File: config.mk
export PLATFORM = sky130hd
export DESIGN_NAME = dual_led_matrix_shift_scanner
export DESIGN_NICKNAME = d
export VERILOG_FILES = /design/src/hw/rtl/dlms_pkg.sv /design/src/hw/rtl/dlms_core.sv /design/src/hw/rtl/dual_led_matrix_shift_scanner.sv
export SDC_FILE = /design/constraint.sdc
export NUM_CORES = 1
export LEC_CHECK = 0
export BUFFER_PORTS_ARGS = -buffer_cell sky130_fd_sc_hd__buf_2
export CORE_AREA = 2 2 104 106
export DETAILED_ROUTE_END_ITERATION = 7
export DIE_AREA = 0 0 106 108
export PLACE_DENSITY = 0.8
export SETUP_SLACK_MARGIN = 0.05
export SLEW_MARGIN = 20
export SYNTH_ARGS = -nofsm -noshare
export SYNTH_HDL_FRONTEND = slang
export SYNTH_HIERARCHICAL = 1
export SYNTH_SLANG_ARGS = --single-unit
File: constraint.sdc
create_clock -name clk_i -period 4.5 [get_ports clk_i]
set_input_delay 0.225 -clock clk_i [delete_from_list [all_inputs] [get_ports clk_i]]
set_output_delay 0.225 -clock clk_i [all_outputs]
set_load 0.005 [all_outputs]
File: src/hw/rtl/dlms_pkg.sv
// Shared types and constants for the dual LED matrix shift scanner.
`timescale 1ns / 1ps

package dlms_pkg;

  // Fixed field widths of the stream items
  localparam int unsigned RowWordW  = 16;
  localparam int unsigned RowLinesW = 5;
  localparam int unsigned FetchW    = 3;
  localparam int unsigned InDataW   = 2 * RowWordW;
  localparam int unsigned OutDataW  = 16;

  localparam logic [RowWordW-1:0] BlankReset = 16'hFFFF;

  // Item kinds carried in tuser
  typedef enum logic {
    CMD_TICK      = 1'b0,
    CMD_HOLD_DONE = 1'b1
  } cmd_e;

  // Per-bit sequencing of the pin driver
  typedef enum logic [1:0] {
    PH_SET_DATA = 2'd0,
    PH_CLOCK    = 2'd1,
    PH_LATCH_HI = 2'd2,
    PH_LATCH_LO = 2'd3
  } phase_e;

  // Pin levels driven toward the matrices
  typedef struct packed {
    logic [RowLinesW-1:0] row_select;
    logic                 latch_strobe;
    logic                 shift_clock;
    logic                 serial_data_b;
    logic                 serial_data_a;
  } dlms_pins_t;

  // Result of one step of the scanner
  typedef struct packed {
    logic [FetchW-1:0] fetch_row;
    logic              shifting;
    dlms_pins_t        pins;
  } dlms_status_t;

endpackage

File: src/hw/rtl/dlms_core.sv
// Scan state machine: column word shifting, latch strobe and row stepping.
`timescale 1ns / 1ps

module dlms_core import dlms_pkg::*; #(
  parameter int unsigned ROWS      = 5,
  parameter int unsigned WORD_BITS = 16
) (
  input  logic                clk_i,
  input  logic                rst_ni,
  input  logic                step_i,        // one item is processed this cycle
  input  cmd_e                cmd_i,
  input  logic [RowWordW-1:0] row_data_a_i,
  input  logic [RowWordW-1:0] row_data_b_i,
  input  logic [RowWordW-1:0] blank_pattern_i,
  output dlms_status_t        status_d_o     // levels after this item
);

  localparam int unsigned SW = (ROWS > 1) ? $clog2(ROWS) : 1;
  localparam int unsigned CW = (WORD_BITS > 1) ? $clog2(WORD_BITS) : 1;
  localparam logic [SW-1:0] LastRow = SW'(ROWS - 1);
  localparam logic [CW-1:0] LastBit = CW'(WORD_BITS - 1);
  // Reset blank word, fitted to the shift length like the register value
  localparam logic [WORD_BITS+RowWordW-1:0] BlankExt = {{WORD_BITS{1'b0}}, BlankReset};
  localparam logic [WORD_BITS-1:0]          BlankInit = BlankExt[WORD_BITS-1:0];

  phase_e                 phase_q, phase_d;
  logic                   clk_lvl_q, clk_lvl_d;
  logic [CW-1:0]          bit_cnt_q, bit_cnt_d;
  logic [WORD_BITS-1:0]   word_a_q, word_a_d, word_b_q, word_b_d;
  logic [WORD_BITS-1:0]   blank_a_q, blank_a_d, blank_b_q, blank_b_d;
  logic                   blanking_q, blanking_d;
  logic [SW-1:0]          scan_row_q, scan_row_d;
  logic [SW-1:0]          load_row_q, load_row_d;
  logic                   running_q, running_d;
  dlms_pins_t             pins_q, pins_d;

  logic [WORD_BITS+RowWordW-1:0] ext_a, ext_b, ext_blank;
  logic [WORD_BITS-1:0]          in_a_w, in_b_w, blank_w;
  logic [RowLinesW-1:0]          row_dec;
  logic [SW+FetchW-1:0]          load_ext;
  logic                          tick, hold;

  // Fit the 16-bit words to the shift length
  assign ext_a     = {{WORD_BITS{1'b0}}, row_data_a_i};
  assign ext_b     = {{WORD_BITS{1'b0}}, row_data_b_i};
  assign ext_blank = {{WORD_BITS{1'b0}}, blank_pattern_i};
  assign in_a_w    = ext_a[WORD_BITS-1:0];
  assign in_b_w    = ext_b[WORD_BITS-1:0];
  assign blank_w   = ext_blank[WORD_BITS-1:0];

  // One-hot row decode; rows beyond the pins drive nothing
  always_comb begin
    for (int i = 0; i < RowLinesW; i++) begin
      row_dec[i] = (32'(scan_row_q) == 32'(i));
    end
  end

  assign tick = step_i && (cmd_i == CMD_TICK) && running_q;
  assign hold = step_i && (cmd_i == CMD_HOLD_DONE) && !running_q;

  // Next state
  always_comb begin
    phase_d    = phase_q;
    clk_lvl_d  = clk_lvl_q;
    bit_cnt_d  = bit_cnt_q;
    word_a_d   = word_a_q;
    word_b_d   = word_b_q;
    blank_a_d  = blank_a_q;
    blank_b_d  = blank_b_q;
    blanking_d = blanking_q;
    scan_row_d = scan_row_q;
    load_row_d = load_row_q;
    running_d  = running_q;
    pins_d     = pins_q;

    if (hold) begin
      word_a_d   = in_a_w;
      word_b_d   = in_b_w;
      load_row_d = (load_row_q == LastRow) ? '0 : load_row_q + 1'b1;
      running_d  = 1'b1;
    end

    if (tick) begin
      unique case (phase_q)
        PH_SET_DATA: begin
          if (bit_cnt_q == '0) begin
            clk_lvl_d         = 1'b0;
            pins_d.row_select = row_dec;
          end
          pins_d.serial_data_a = blanking_q ? blank_a_q[WORD_BITS-1] : word_a_q[WORD_BITS-1];
          pins_d.serial_data_b = blanking_q ? blank_b_q[WORD_BITS-1] : word_b_q[WORD_BITS-1];
          phase_d = PH_CLOCK;
        end
        PH_CLOCK: begin
          if (!clk_lvl_q) begin
            pins_d.shift_clock = 1'b1;
            clk_lvl_d          = 1'b1;
          end else begin
            pins_d.shift_clock = 1'b0;
            clk_lvl_d          = 1'b0;
            if (blanking_q) begin
              blank_a_d = blank_a_q << 1;
              blank_b_d = blank_b_q << 1;
            end else begin
              word_a_d = word_a_q << 1;
              word_b_d = word_b_q << 1;
            end
            if (bit_cnt_q == LastBit) begin
              bit_cnt_d = '0;
              phase_d   = PH_LATCH_HI;
            end else begin
              bit_cnt_d = bit_cnt_q + 1'b1;
              phase_d   = PH_SET_DATA;
            end
          end
        end
        PH_LATCH_HI: begin
          pins_d.latch_strobe = 1'b1;
          phase_d             = PH_LATCH_LO;
        end
        PH_LATCH_LO: begin
          pins_d.latch_strobe = 1'b0;
          phase_d             = PH_SET_DATA;
          blank_a_d           = blank_w;
          blank_b_d           = blank_w;
          if (blanking_q) begin
            scan_row_d = (scan_row_q == LastRow) ? '0 : scan_row_q + 1'b1;
            blanking_d = 1'b0;
          end else begin
            blanking_d = 1'b1;
            running_d  = 1'b0;
          end
        end
        default: phase_d = PH_SET_DATA;
      endcase
    end
  end

  // Outputs: levels after the item
  assign load_ext = {{FetchW{1'b0}}, load_row_d};
  always_comb begin
    status_d_o.pins      = pins_d;
    status_d_o.shifting  = running_d;
    status_d_o.fetch_row = load_ext[FetchW-1:0];
  end

  // State registers
  always_ff @(posedge clk_i or negedge rst_ni) begin
    if (!rst_ni) begin
      phase_q    <= PH_SET_DATA;
      clk_lvl_q  <= 1'b0;
      bit_cnt_q  <= '0;
      word_a_q   <= '0;
      word_b_q   <= '0;
      blank_a_q  <= BlankInit;
      blank_b_q  <= BlankInit;
      blanking_q <= 1'b0;
      scan_row_q <= '0;
      load_row_q <= '0;
      running_q  <= 1'b1;
      pins_q     <= '0;
    end else begin
      phase_q    <= phase_d;
      clk_lvl_q  <= clk_lvl_d;
      bit_cnt_q  <= bit_cnt_d;
      word_a_q   <= word_a_d;
      word_b_q   <= word_b_d;
      blank_a_q  <= blank_a_d;
      blank_b_q  <= blank_b_d;
      blanking_q <= blanking_d;
      scan_row_q <= scan_row_d;
      load_row_q <= load_row_d;
      running_q  <= running_d;
      pins_q     <= pins_d;
    end
  end

endmodule

File: src/hw/rtl/dual_led_matrix_shift_scanner.sv
// Top level of the dual LED matrix shift scanner: stream stages around the scan core.
`timescale 1ns / 1ps

// Usage
// - Slave stream: one item per handshake. tuser = cmd (0 tick, 1 hold done);
//   tdata carries the next row words of both matrices for hold-done items.
// - Master stream: exactly one item per input item, the pin levels after it,
//   plus the shifting flag and the row index the next hold-done should carry.
// - Config channel: cfg_data_i writes the blanking column word; always ready.
//   Write it only while no item is in flight.
// - Path: an accepted item lands in the input register; once the output
//   register has space, the scan logic puts its result there.
// - Throughput: one item per cycle unless the output stalls; the scan state
//   machine steps once per item, so the rate is set by its combinational logic.
// - Stall: when m_axis_tready is low the result holds; the input register
//   still takes one more item, then s_axis_tready drops until space frees.
// - Reset: all pins low, shifting on, row 0, blank word 0xFFFF; the first
//   frame shifts zero words, then the block pauses for a hold-done item.
module dual_led_matrix_shift_scanner import dlms_pkg::*; #(
  parameter int unsigned ROWS      = 5,
  parameter int unsigned WORD_BITS = 16
) (
  input  logic                clk_i,
  input  logic                rst_ni,
  // Input items
  input  logic                s_axis_tvalid,
  output logic                s_axis_tready,
  input  logic [InDataW-1:0]  s_axis_tdata,   // [15:0] row_data_a, [31:16] row_data_b
  input  logic                s_axis_tuser,   // [0] cmd
  // Result items
  output logic                m_axis_tvalid,
  input  logic                m_axis_tready,
  output logic [OutDataW-1:0] m_axis_tdata,   // [0] serial_data_a, [1] serial_data_b,
                                              // [2] shift_clock, [3] latch_strobe,
                                              // [8:4] row_select, [9] shifting,
                                              // [12:10] fetch_row, [15:13] zero
  // Blank pattern register
  input  logic                cfg_valid_i,
  output logic                cfg_ready_o,
  input  logic [RowWordW-1:0] cfg_data_i
);

  localparam int unsigned StatusW = $bits(dlms_status_t);

  logic                in_valid_q;
  cmd_e                cmd_q;
  logic [RowWordW-1:0] data_a_q, data_b_q;
  logic                out_valid_q;
  dlms_status_t        out_q;
  dlms_status_t        status_d;
  logic [RowWordW-1:0] blank_q;
  logic                out_free, advance;

  // Pipeline flow control
  assign out_free      = !out_valid_q || m_axis_tready;
  assign advance       = in_valid_q && out_free;
  assign s_axis_tready = !in_valid_q || out_free;
  assign cfg_ready_o   = 1'b1;

  // Configuration register
  always_ff @(posedge clk_i or negedge rst_ni) begin
    if (!rst_ni) begin
      blank_q <= BlankReset;
    end else if (cfg_valid_i) begin
      blank_q <= cfg_data_i;
    end
  end

  // Input register
  always_ff @(posedge clk_i or negedge rst_ni) begin
    if (!rst_ni) begin
      in_valid_q <= 1'b0;
    end else if (s_axis_tready) begin
      in_valid_q <= s_axis_tvalid;
    end
  end

  always_ff @(posedge clk_i) begin
    if (s_axis_tvalid && s_axis_tready) begin
      cmd_q    <= cmd_e'(s_axis_tuser);
      data_a_q <= s_axis_tdata[RowWordW-1:0];
      data_b_q <= s_axis_tdata[InDataW-1:RowWordW];
    end
  end

  dlms_core #(
    .ROWS      (ROWS),
    .WORD_BITS (WORD_BITS)
  ) u_core (
    .clk_i           (clk_i),
    .rst_ni          (rst_ni),
    .step_i          (advance),
    .cmd_i           (cmd_q),
    .row_data_a_i    (data_a_q),
    .row_data_b_i    (data_b_q),
    .blank_pattern_i (blank_q),
    .status_d_o      (status_d)
  );

  // Result register
  always_ff @(posedge clk_i or negedge rst_ni) begin
    if (!rst_ni) begin
      out_valid_q <= 1'b0;
    end else if (out_free) begin
      out_valid_q <= in_valid_q;
    end
  end

  always_ff @(posedge clk_i) begin
    if (advance) begin
      out_q <= status_d;
    end
  end

  assign m_axis_tvalid = out_valid_q;
  assign m_axis_tdata  = {{(OutDataW-StatusW){1'b0}}, out_q};

endmodule

==> reports/metrics.yaml <==
cts.reportedPaths.clkPinSlew_ps: 70
timing.rr.start: "m_axis_tvalid"
io_pins: 73
ys.flop_type: "dfrtp_1"
hold_viol: 0
drt_iter0_markers: 170
rows: 37
cts_tree: "yes"
syn_inst: 371
ys_warn_count: 6
postRouteAntennaNets: 0
layout_common_cells: "buf_2, mux2_2, dfrtp_1"
routedWlPerCell_um: 16.5
layout.cells.most_common: "buf_2"
place_congestion: 0.754
cp_max_fo: 20
grt_pass1_wl_um: 17800
core_area_um2: 10200
r2r_cells: 5
post_cts_buffers: 0
die_h_um: 108
htreeDepth: 4
async_reset_ff_share_pct: 66.2
arrival_ps: 3220
clockBufferDepth: 2
cts.sinks: 136
final_core_util_pct: 73.7
min_path_type: "input pin to asynchronous set/reset pin"
path_cells: "nand2b_1, and2_1, nand4b_4, nor3_4, mux2_2"
synth_enable_flop_cells: 46
critPathKind: "register to register"
min_period_ps: 2770
numPortBuffers: 68
p_leak_nw: 3.40
layout-drive-gt1-share_pct: 49.8
vias_per_cell: 5.12
worst_pin_slew_ps: 929
finClkSkew_ps: 9.30
wirelength_um: 10600
period_share_pct: 61.6
tns_ps: 0
crit_path_start_kind: "register"
slowest_stage: "nor3_4"
ys_seq_area_share_pct: 61.0
grt_pass1_vias: 3574
syn_area_um2: 6020
fmax_ghz: 0.361
grt.overflow.total: 0
nNetsFinal: 560
diodes: 0
reg2reg_setup_slack_ps: 1730
maxSlewViolCount: 0
finalSetupViolCount: 0
grt_usage_pct: 20.6
required_ps: 4950
endpoint_kind: "register"
fp.dieArea_um2: 11400
cap_violations: 0
synthToLayoutAreaGrowth_pct: 25.3
vdd_drop_max_v: 0.000449
start_util_pct: 58.8
cellPowerDensity_nw_per_um2: 513
cts_root_buffer: "clkbuf_8"
r2r-end: "u_core/blank_a_q[9]"
drt_pass1_iterations: 4
antenna_found_initial: 0
drc: 0
numCtsBuffers: 17
clk_latency_ps: 520
rsz0062_at_grt: "no"
status: "finished clean"
fp.dieW_um: 106
place_hpwl_um: 5770
grt_max_degree: 64
synth_area_per_cell_um2: 16.2
via_count: 3309
slew_headroom_pct: 37.9
max_stage_delay_ps: 830
synth.distinct_cells: 43
synth-seq-cells: 136
==> stage by stage <==
| stage | area (um2) | setup WS (ps) | hold slack (ps) | cells | total power, mW |
|---|---|---|---|---|---|
| after global routing | 7540 | 1530 | 172 | 646 | 4.06 |
| final | 7540 | 1730 | 163 | 646 | 3.87 |
| after detailed placement | 6380 | 1740 | 170 | 561 | 2.39 |
| after global placement | 6380 | 1840 | 163 | 561 | 2.34 |
| after floorplan | 6030 | 2310 | -70.6 | 373 | 2.23 |
| after CTS | 7540 | 1720 | 154 | 646 | 3.88 |
==> sequential cells by signal, indices dropped and copies added (netlist names), 3 cells and up, named ones only <==
| register | flops |
|---|---|
| blank_q | 16 |
| data_a_q | 16 |
| data_b_q | 16 |
| u_core/blank_a_q | 16 |
| u_core/word_a_q | 16 |
| u_core/word_b_q | 16 |
| m_axis_tdata | 13 |
| u_core/pins_q | 9 |
| u_core/bit_cnt_q | 4 |
| u_core/load_row_q | 3 |
| u_core/scan_row_q | 3 |
==> cells in the mapped netlist (2+ instances only) <==
master / n / share of area (%)
dfstp_2: 33 / 14
o41ai_1: 2 / 0.29
o21ai_0: 9 / 0.75
mux2_4: 52 / 13
nand2_1: 6 / 0.37
mux2i_1: 4 / 0.67
and2_1: 3 / 0.31
nand2b_1: 6 / 0.62
nor3_4: 2 / 0.54
buf_4: 6 / 0.75
mux2_2: 62 / 12
ha_1: 9 / 1.9
nand4_1: 2 / 0.21
mux2_1: 2 / 0.37
a22o_1: 2 / 0.29
nand3b_1: 3 / 0.37
inv_1: 13 / 0.81
buf_6: 8 / 1.5
nand3_1: 5 / 0.42
dfrtp_1: 57 / 24
conb_1: 2 / 0.12
nor2b_1: 4 / 0.42
clkbuf_1: 2 / 0.12
edfxtp_1: 46 / 23
nor2_1: 13 / 0.81
==> logic make-up after synthesis <==
| kind of cell | after synthesis | share of synthesized area (%) |
|---|---|---|
| AOI/OAI and AO/OA | 18 | 1.89 |
| xor gates and xnor gates | 2 | 0.291 |
| adders and majority gates | 9 | 1.87 |
| buffers and inverters | 33 | 3.93 |
| DFF | 136 | 61.0 |
| muxes | 120 | 25.6 |
| other | 2 | 0.125 |
| and+or+nand+nor | 51 | 5.24 |
==> where the power goes <==
part           switching, mW  internal [mW]
clock network          0.536          0.909
registers              0.163           1.55
logic                  0.258          0.447
==> critical path: cells and delay by family, from the launching register on <==
family | cells | cell delay [ps]
DFF | 1 | 390
muxes | 1 | 420
and+or+nand+nor | 4 | 1870
==> metal layers <==
layer	GRT usage (%)	wire, um
met1	24.7	4570
met2	36.0	5500
met3	5.24	400
met4	8.08	164
met5	0	0
==> final cells by class <==
cell class	count	area, um2
Tap cell	136	170
Sequential cell	136	3670
Clock buffer	21	503
Inverter	13	48.8
Timing Repair Buffer	125	903
Fill cell	614	2690
Multi-Input combinational cell	204	2120
Clock inverter	11	129
==> worst max-delay path by stage <==
stage                              from              endpoint  cells after the start
final                     m_axis_tvalid   u_core/blank_a_q[9]                      5
after global routing      m_axis_tvalid   u_core/blank_a_q[9]                      5
after CTS                 m_axis_tvalid   u_core/blank_a_q[9]                      5
after detailed placement  m_axis_tvalid  u_core/blank_a_q[10]                      5
after global placement    m_axis_tvalid  u_core/blank_a_q[10]                      5
after floorplan           m_axis_tvalid    u_core/word_a_q[1]                      6
==> timing repair <==
item,CTS,global route
setup endpoints to repair,0,0
endpoints found under the hold margin,78,0
hold buffers,53,0
resized for setup,0,0
Note: power is estimated with default switching activity, not from simulation.
